## src/rtl/mdt_pkg.sv

```systemverilog
package mdt_pkg;

  localparam int TIMER_SLOTS = 16;
  localparam int HW_SLOTS    = 16;
  localparam int USABLE      = (TIMER_SLOTS < HW_SLOTS) ? TIMER_SLOTS : HW_SLOTS;
  localparam int SLOT_W      = (USABLE > 1) ? $clog2(USABLE) : 1;
  localparam int CNT_W       = $clog2(USABLE + 1);
  localparam int TIME_W      = 32;
  localparam int ENTRY_W     = 2 * TIME_W;

  typedef enum logic [1:0] {
    OP_TICK           = 2'd0,
    OP_START_PERIODIC = 2'd1,
    OP_START_ONESHOT  = 2'd2,
    OP_STOP           = 2'd3
  } op_t;

  typedef enum logic {
    ST_IDLE,
    ST_SCAN
  } state_t;

  localparam logic KIND_EXPIRY = 1'b0;
  localparam logic KIND_REPLY  = 1'b1;

endpackage

```

## src/rtl/mdt_ram.sv

```systemverilog
module mdt_ram #(
  parameter int WIDTH = 64,
  parameter int DEPTH = 16,
  localparam int ADDR_W = (DEPTH > 1) ? $clog2(DEPTH) : 1
) (
  input  logic              clk,
  input  logic              wr_en,
  input  logic [ADDR_W-1:0] wr_addr,
  input  logic [WIDTH-1:0]  wr_data,
  input  logic [ADDR_W-1:0] rd_addr,
  output logic [WIDTH-1:0]  rd_data
);

  logic [WIDTH-1:0] mem [DEPTH];

  always_ff @(posedge clk) begin
    if (wr_en) begin
      mem[wr_addr] <= wr_data;
    end
    rd_data <= mem[rd_addr];
  end

endmodule

```

## src/rtl/multi_slot_deadline_timer_unit.sv

```systemverilog
// Channel   Direction  Handshake          Word
// command   in         start / busy       op, slot, duration
// result    out        strobe, one cycle  kind, slot_out, accepted, now, last
//
// Start and stop commands never raise busy, and a start reply appears on the cycle after
// acceptance. A tick holds busy from its accepting edge until the scan ends: the scan
// reads one slot per cycle from the slot RAM, whose read port sets the pace. The last
// expiry word of a tick comes out in the first cycle after busy falls, and a new tick
// is accepted only once busy is low.
// Reset clears the time count and the active flags at once; there is no clearing pass.
// The receiver cannot stall, and results leave on consecutive or spaced cycles.
module multi_slot_deadline_timer_unit (
  input  logic        clk,
  input  logic        rst,
  input  logic        start,
  output logic        busy,
  input  logic [1:0]  op,
  input  logic [3:0]  slot,
  input  logic [31:0] duration,
  output logic        strobe,
  output logic        kind,
  output logic [3:0]  slot_out,
  output logic        accepted,
  output logic [31:0] now,
  output logic        last
);

  import mdt_pkg::*;

  state_t state, state_next;

  logic [TIME_W-1:0]  time_count;
  logic [USABLE-1:0]  active;
  logic [CNT_W-1:0]   idx;
  logic               ev_valid;
  logic [SLOT_W-1:0]  ev_slot;
  logic               pend_valid;
  logic [SLOT_W-1:0]  pend_slot;

  logic               accept;
  op_t                cmd;
  logic               in_range;
  logic [SLOT_W-1:0]  cmd_slot;
  logic               start_ok;
  logic               issue;
  logic               scan_done;
  logic [TIME_W-1:0]  ev_deadline;
  logic [TIME_W-1:0]  ev_period;
  logic [TIME_W-1:0]  ev_diff;
  logic               ev_expired;

  logic               wr_en;
  logic [SLOT_W-1:0]  wr_addr;
  logic [ENTRY_W-1:0] wr_data;
  logic [SLOT_W-1:0]  rd_addr;
  logic [ENTRY_W-1:0] rd_data;

  mdt_ram #(
    .WIDTH(ENTRY_W),
    .DEPTH(USABLE)
  ) u_slot_ram (
    .clk    (clk),
    .wr_en  (wr_en),
    .wr_addr(wr_addr),
    .wr_data(wr_data),
    .rd_addr(rd_addr),
    .rd_data(rd_data)
  );

  assign accept   = start && !busy;
  assign cmd      = op_t'(op);
  assign in_range = ({1'b0, slot} < 5'(USABLE));
  assign cmd_slot = slot[SLOT_W-1:0];
  assign start_ok = accept && (cmd == OP_START_PERIODIC || cmd == OP_START_ONESHOT)
                    && in_range && (duration != '0);

  assign ev_deadline = rd_data[ENTRY_W-1:TIME_W];
  assign ev_period   = rd_data[TIME_W-1:0];
  assign ev_diff     = ev_deadline - time_count;
  assign ev_expired  = ev_valid && active[ev_slot] && (ev_diff == '0 || ev_diff[TIME_W-1]);

  always_comb begin
    state_next = state;
    case (state)
      ST_IDLE: begin
        if (accept && cmd == OP_TICK) begin
          state_next = ST_SCAN;
        end
      end
      ST_SCAN: begin
        if (scan_done) begin
          state_next = ST_IDLE;
        end
      end
      default: state_next = ST_IDLE;
    endcase
  end

  always_comb begin
    busy      = (state == ST_SCAN);
    issue     = (state == ST_SCAN) && (idx < CNT_W'(USABLE));
    scan_done = (state == ST_SCAN) && !issue && !ev_valid;
    rd_addr   = idx[SLOT_W-1:0];
    wr_en     = 1'b0;
    wr_addr   = cmd_slot;
    wr_data   = {time_count + duration, (cmd == OP_START_PERIODIC) ? duration : '0};
    if (start_ok) begin
      wr_en = 1'b1;
    end else if (ev_expired && ev_period != '0) begin
      wr_en   = 1'b1;
      wr_addr = ev_slot;
      wr_data = {ev_deadline + ev_period, ev_period};
    end
  end

  always_ff @(posedge clk) begin
    if (rst) begin
      state      <= ST_IDLE;
      time_count <= '0;
      active     <= '0;
      idx        <= '0;
      ev_valid   <= 1'b0;
      pend_valid <= 1'b0;
      strobe     <= 1'b0;
    end else begin
      state  <= state_next;
      strobe <= 1'b0;

      if (accept) begin
        case (cmd)
          OP_TICK: begin
            time_count <= time_count + TIME_W'(1);
            idx        <= '0;
            ev_valid   <= 1'b0;
            pend_valid <= 1'b0;
          end
          OP_STOP: begin
            if (in_range) begin
              active[cmd_slot] <= 1'b0;
            end
          end
          default: begin
            strobe   <= 1'b1;
            kind     <= KIND_REPLY;
            slot_out <= slot;
            accepted <= start_ok;
            now      <= time_count;
            last     <= 1'b1;
            if (in_range) begin
              active[cmd_slot] <= (duration != '0);
            end
          end
        endcase
      end

      if (state == ST_SCAN) begin
        ev_valid <= issue;
        ev_slot  <= idx[SLOT_W-1:0];
        if (issue) begin
          idx <= idx + CNT_W'(1);
        end

        // An expiry is held back until the next one so the final word can carry last.
        if (ev_expired) begin
          if (ev_period == '0) begin
            active[ev_slot] <= 1'b0;
          end
          if (pend_valid) begin
            strobe   <= 1'b1;
            kind     <= KIND_EXPIRY;
            slot_out <= 4'(pend_slot);
            accepted <= 1'b0;
            now      <= time_count;
            last     <= 1'b0;
          end
          pend_valid <= 1'b1;
          pend_slot  <= ev_slot;
        end

        if (scan_done && pend_valid) begin
          strobe     <= 1'b1;
          kind       <= KIND_EXPIRY;
          slot_out   <= 4'(pend_slot);
          accepted   <= 1'b0;
          now        <= time_count;
          last       <= 1'b1;
          pend_valid <= 1'b0;
        end
      end
    end
  end

endmodule

```

## config.mk

```make
export PLATFORM = sky130hd
export DESIGN_NAME = multi_slot_deadline_timer_unit
export DESIGN_NICKNAME = d
export VERILOG_FILES = /design/src/rtl/mdt_pkg.sv /design/src/rtl/mdt_ram.sv /design/src/rtl/multi_slot_deadline_timer_unit.sv
export SDC_FILE = /design/constraint.sdc
export NUM_CORES = 2
export LEC_CHECK = 0
export BUFFER_PORTS_ARGS = -buffer_cell sky130_fd_sc_hd__buf_2
export CAP_MARGIN = 40
export CORE_MARGIN = 3
export CORE_UTILIZATION = 45
export CTS_CLUSTER_SIZE = 14
export DETAILED_ROUTE_END_ITERATION = 7
export HOLD_SLACK_MARGIN = 0.02
export PLACE_DENSITY = 0.63
export RECOVER_POWER = 50
export SKIP_CTS_REPAIR_TIMING = 1
export SLEW_MARGIN = 30
export SYNTH_ARGS = -nofsm -noshare
export SYNTH_HDL_FRONTEND = slang
export SYNTH_SLANG_ARGS = --single-unit
```

## constraint.sdc

```tcl
create_clock -name clk -period 8.1 [get_ports clk]
set_input_delay 0.81 -clock clk [delete_from_list [all_inputs] [get_ports clk]]
set_output_delay 0.81 -clock clk [all_outputs]
set_load 0.01 [all_outputs]
```

# Yosys cells after proc, flatten, opt, wreduce, memory -nomap -nowiden
# Memory sizes are Yosys's and may differ from the RTL's. A register that Yosys moved wholly into a read port is not among the register bits.
# Index checks and enable logic that the tools add are counted.
[word_totals] register_bits=104 ramBits=1024 inputBits=41 output_inout_bits=41 word_cells=137 memories=1
[classes] add_sub_neg=5 n_lt_le_gt_ge=5 eq_ne=3 muxes=73 n_bitwise=6 n_reduce_logical=30
[memory_table] memory="u_slot_ram.mem" words=16 word_bits=64 read_ports=1 rd_ports_with_merged_regs=1 write_ports=1 line_no="mdt_ram.sv:14" source="logic [WIDTH-1:0] mem [DEPTH];"
[ops] cell="$mux 32" count=7
[ops] cell="$mux 64" count=2
[ops] cell="$mux 16" count=5
[ops] cell="$add 32x32->32" count=2
[ops] cell="$logic_not 32->1" count=2
[ops] cell="$reduce_bool 32->1" count=2
[ops] cell="$mux 1" count=41
[ops] cell="$add 32x1->32 const B" count=1
[ops] cell="$and 16x16->16" count=2
[ops] cell="$mux 4" count=8
[ops] cell="$not 16->16" count=2
[ops] cell="$pmux 16 s2" count=1
[ops] cell="$sub 32x32->32" count=1
[ops] cell="$mux 5" count=4
[ops] cell="$bwmux 16" count=1
[ops] cell="$logic_and 1x1->1" count=13
[ops] cell="$lt 4x5->1 const B" count=2
[ops] cell="$demux 1 s4" count=2
[ops] cell="$ge 4x1->1 const B" count=2
[ops] cell="$reduce_and 2->1" count=3
[ops] cell="$add 5x1->5 const B" count=1
[ops] cell="$lt 5x5->1 const B" count=1
[ops] cell="$bmux 1 s4" count=1
[ops] cell="$eq 2x2->1 const B" count=2
[ops] cell="9 further kinds" count=14

# Longest topological paths before layout
[logic_depth] ltp_word=13 depth_mapped=16 ltp_nobuf=14

# By module
# Synthesis repeated with hierarchy kept, for this count alone.
[unflattened] cells_unflattened=3253 area_unflattened_um2=51838.5
[by_module_without_submodules] module="mdt_ram" instances=1 cells_per_inst=1647 area_per_inst_um2=39581.7 seq_area_each_um2=32030.7
[by_module_without_submodules] module="multi_slot_deadline_timer_unit" instances=1 cells_per_inst=1606 area_per_inst_um2=12256.8 seq_area_each_um2=2552.4

# Least setup slack after synthesis
# Ideal clock, no wire load.
[synth_timing] path_kind="reg-to-reg" from="reg time_count[0]" to="mem u_slot_ram.mem[10][0], enable pin" setup_time_ns=0.581 arrival_ns=8.177 required_ns=7.519 setup_slack_ns=-0.658 path_stages_with_launch=14 n_path_buf=1 period_less_slack_ns=8.758 cell_sequence="dfxtp_1 -> ha_1 -> fa_1 -> xnor2_1 -> or4_1 -> or4_1 -> nor4b_2 -> o2111ai_1 -> nor4_1 -> o2111ai_1 -> and4b_1 -> buf_2 -> o211ai_1 -> o31ai_1"
[synth_via] elab_chain_cells=9 elab_cells_between_ends=11 cone_classes="add/sub (1); mux (6); reduce/logical (4)"
[synth_rtl] element="start, declared" line_no="multi_slot_deadline_timer_unit.sv:32" source="logic [TIME_W-1:0] time_count;"
[synth_rtl] element="start signal, assigned" line_no="multi_slot_deadline_timer_unit.sv:132" source="time_count <= time_count + TIME_W'(1);"
[synth_rtl] element="$sub 32x32->32 (*)" line_no="multi_slot_deadline_timer_unit.sv:79" source="assign ev_diff = ev_deadline - time_count;"
[synth_rtl] element="$logic_not 32->1" line_no="multi_slot_deadline_timer_unit.sv:80" source="assign ev_expired = ev_valid && active[ev_slot] && (ev_diff == '0 || ev_diff[TIME_W-1]);"
[synth_rtl] element="$logic_or 1x1->1 (*)" line_no="multi_slot_deadline_timer_unit.sv:80"
[synth_rtl] element="$logic_and 1x1->1 (*)" line_no="multi_slot_deadline_timer_unit.sv:80"
[synth_rtl] element="$logic_and 1x1->1 (*)" line_no="multi_slot_deadline_timer_unit.sv:109" source="end else if (ev_expired && ev_period != '0) begin"
[synth_rtl] element="$mux 1" line_no="multi_slot_deadline_timer_unit.sv:109"
[synth_rtl] element="$mux 1" line_no="multi_slot_deadline_timer_unit.sv:107" source="if (start_ok) begin"
[synth_rtl] element="$mux 1" line_no="mdt_ram.sv:17" source="if (wr_en) begin"
[synth_rtl] element="$mux 1 (not written as such)" line_no="mdt_ram.sv:18" source="mem[wr_addr] <= wr_data;"
[synth_rtl] element="end, declared" line_no="mdt_ram.sv:14"
# Mark *: on every way between the ends. The rest lies on a longest branch, timed or not.

# Worst setup path after layout
[layout_timing] from="reg time_count[22]" to="mem u_slot_ram.mem[9][4], enable pin"
# The elaborated chain is that of the path after synthesis.

==> run metrics <==
number of synthesized flops with an enable pin 1071; LEAKAGE 18.4 nW; CTS clk-pin slew, worst paths around 0.060 ns; H-Tree Depth 3; Worst Setup End Kind flip-flop; Synth area leader edfxtp_1; Final ANT Viol Nets 0; synthesized area roughly 51000 sq um; Slew Limit Fails approximately 430; sequential area share after synthesis 0.677; final WL 141000 um; power density over the cells between 200 and 250 nW/um^2; final setup fails 0; antenna violations before repair 5; CTS buffer count between 100 and 150; post-synth net total between 3000 and 4000; die height 343 um; worst vdd ir 0.169 mV; hold_ws 0.478 ns; drt wl/cell 29.9 um; Yosys cell types just over 80; crit-path max FO 28; Slew HR -1.06; most used cell, CP o2111ai_1; DRT Pass-1 Iters 6; fin crit period about 6.9 ns; I/O pins ~80; Synth Register Bits 1192; syn_area_per_cell 17.4 sq um; Final nets 3256; failing checks max-capacitance violations, max-slew violations; initial drt markers ~3500; Root Buffer clkbuf_16; number of buffers added on ports 81; vias per cell about 6.2; Tcrit/Tclk final 0.856; crit path kind reg2reg; Setup Skew between 0.03 and 0.04 ns; Max-Cap Viols 15; Final HPWL DP roughly 92000 um; Peak Freq 144 MHz; crit-path max cell delay between 1 and 1.5 ns; # clock sinks 1192; worst-path cell chain inv_1, ha_1, a21oi_1, o21ai_0, o41ai_1, a21boi_0, o211ai_1, nor4_1, o2111ai_1, and4b_1, buf_4, o2111ai_1, a22oi_1, clkbuf_1, buf_12; Initial Util 0.457; DRC 0; routed via count 29100; Post-Syn Instances between 2000 and 3000; worst-margin pin slew a little over 3 ns; RSZ-0062 raised after global routing no; CORE AREA ~110000 sq um; status finished, violations left; first-pass GRT wire length between 200000 and 250000 um; synthesis-to-finish area growth 12.7%; Synthesis Warnings 0; Overall Global Routing Usage 0.240; number of global-route vias before repair 29300; GPL Wtd Cong about 0.95; CTS tree built; # rows 122; die width 343 um; Synth Flop Type edfxtp_1; Clk Latency, worst-skew pair between 0.7 and 0.8 ns; Worst Path Arrival about 7.3 ns; Die Area roughly 120000 sq um; CP Data Required Time between 8 and 9 ns; Fin. Hold Viols 0; asr flop ratio synth 0; crit start category flip-flop; hold crit path type in2reg; maximum number of pins on one net before global-route repair approximately 130; placed insts between 4000 and 5000; CTS Buffer Depth 3; largest cells by area after synthesis edfxtp_1 63%, mux4_2 14%, dfxtp_1 4.7%; grt total ovfl 0; Final Non-Filler Cells around 4700; layout cell share with drive strength beyond 1 0.212; critical path's slowest cell clkbuf_1; Yosys top cell area share 0.629
[worst paths after layout]
path                                             startpoint  cells past startpoint  slack, ns                             end
worst max register to register  time_count[22]$_SDFFE_PP0P_                     15       1.17  u_slot_ram.mem[9][4]$_DFFE_PP_
worst max-delay path            time_count[22]$_SDFFE_PP0P_                     15       1.17  u_slot_ram.mem[9][4]$_DFFE_PP_
worst min-delay path                                  start                      4       0.48           ev_valid$_SDFFE_PP0P_
worst min register to register            idx[4]$_SDFF_PP0_                      2       0.48               idx[4]$_SDFF_PP0_
[through the flow]
step	power, mW	setup slack (ns)	setup TNS, ns	area (sq um)	utilization
after floorplan	7.41	-0.658	-84.23	51100	-
after global placement	7.69	1.78	0	53700	0.481
after detailed placement	7.71	2.01	0	54100	0.484
after CTS	13.0	1.96	0	57900	0.518
after global routing	13.3	0.931	0	57600	0.515
final	12.9	1.17	0	57600	0.515
[cell type report]
type | count | area, sq um
flip-flops and latches | 1192 | 34600
multi-input cells | 1539 | 15700
repair buffers | 199 | 1370
clock buffers | 161 | 3210
fillers | 8977 | 54200
clock inverters | 55 | 562
well taps | 1488 | 1860
diodes | 2 | 5.00
inverters | 68 | 255
[registers in the layout, indices dropped and copies added, names as in the netlist]
signal,cells
kind,1
u_slot_ram.mem,1024
pend_slot,4
pend_valid,1
active,16
u_slot_ram.rd_data,64
idx,5
accepted,1
now,32
ev_valid,1
ev_slot,4
time_count,32
last,1
slot_out,4
strobe,1
busy,1
[cell usage in the layout, fill, tap and decap left out, drive strengths merged, types with 17 or more instances in the layout]
master and instances:
edfxtp 1071, mux4 322, clkbuf 248, nand2 133, dfxtp 121, a21oi 117
buf 112, nor2 111, ha 98, o21ai 95, inv 70, xnor2 62
o211ai 47, a21o 45, mux2 44, nand3 43, clkinv 41, nor3 35
mux2i 34, xor2 31, nor4 29, nand4 27, nand2b 21, nor2b 17
a211oi 17
[layer usage]
metal | vias up | GRT usage | share of wire
met2 | 1376 | 0.372 | 0.46
met1 | 15200 | 0.352 | 0.43
met5 | - | 0 | 0
li1 | 12300 | - | -
met3 | 187 | 0.0380 | 0.081
met4 | 0 | 0.0760 | 0.028
[critical path, delay by kind of cell (launching register included)]
kind / cells / cell delay [ns]
buffers and inverters: 4 / 2.26
DFF: 1 / 0.40
AOI/OAI and AO/OA: 8 / 2.45
adders and majority gates: 1 / 0.48
and+or+nand+nor: 2 / 0.91
[power by group]
group | internal [mW] | switching, mW | leakage (nW)
sequential | 6.77 | 0.0606 | 10.8
combinational | 0.284 | 0.465 | 5.74
clock | 3.06 | 2.29 | 1.85
[synthesized netlist by cell type, types with 8 or more instances]
cell,n
edfxtp_1,1071
mux4_2,322
nand2_1,133
dfxtp_1,121
a21oi_1,117
nor2_1,111
clkbuf_1,99
ha_1,98
o21ai_0,93
inv_1,68
xnor2_1,62
o211ai_1,47
a21o_1,45
nand3_1,43
mux2_2,42
nor3_1,35
mux2i_1,34
xor2_1,31
nor4_1,29
nand4_1,27
buf_1,25
nand2b_1,21
a211oi_1,17
nor2b_1,17
and2_1,16
and3_1,15
o2111ai_1,15
o21a_1,12
a31o_2,10
or3_1,10
a21boi_0,9
o21bai_1,9
o31ai_1,9
buf_2,8
[logic make-up after synthesis]
logic type / Yosys count / share of synthesized area
mux: 400 / 0.158
simple gates: 489 / 0.0476
xor+xnor: 93 / 0.0159
compound gates: 456 / 0.0596
flops: 1192 / 0.677
fa+ha+maj: 101 / 0.0252
buf+inv: 210 / 0.0165
No activity file was read; power rests on OpenSTA's default activity.
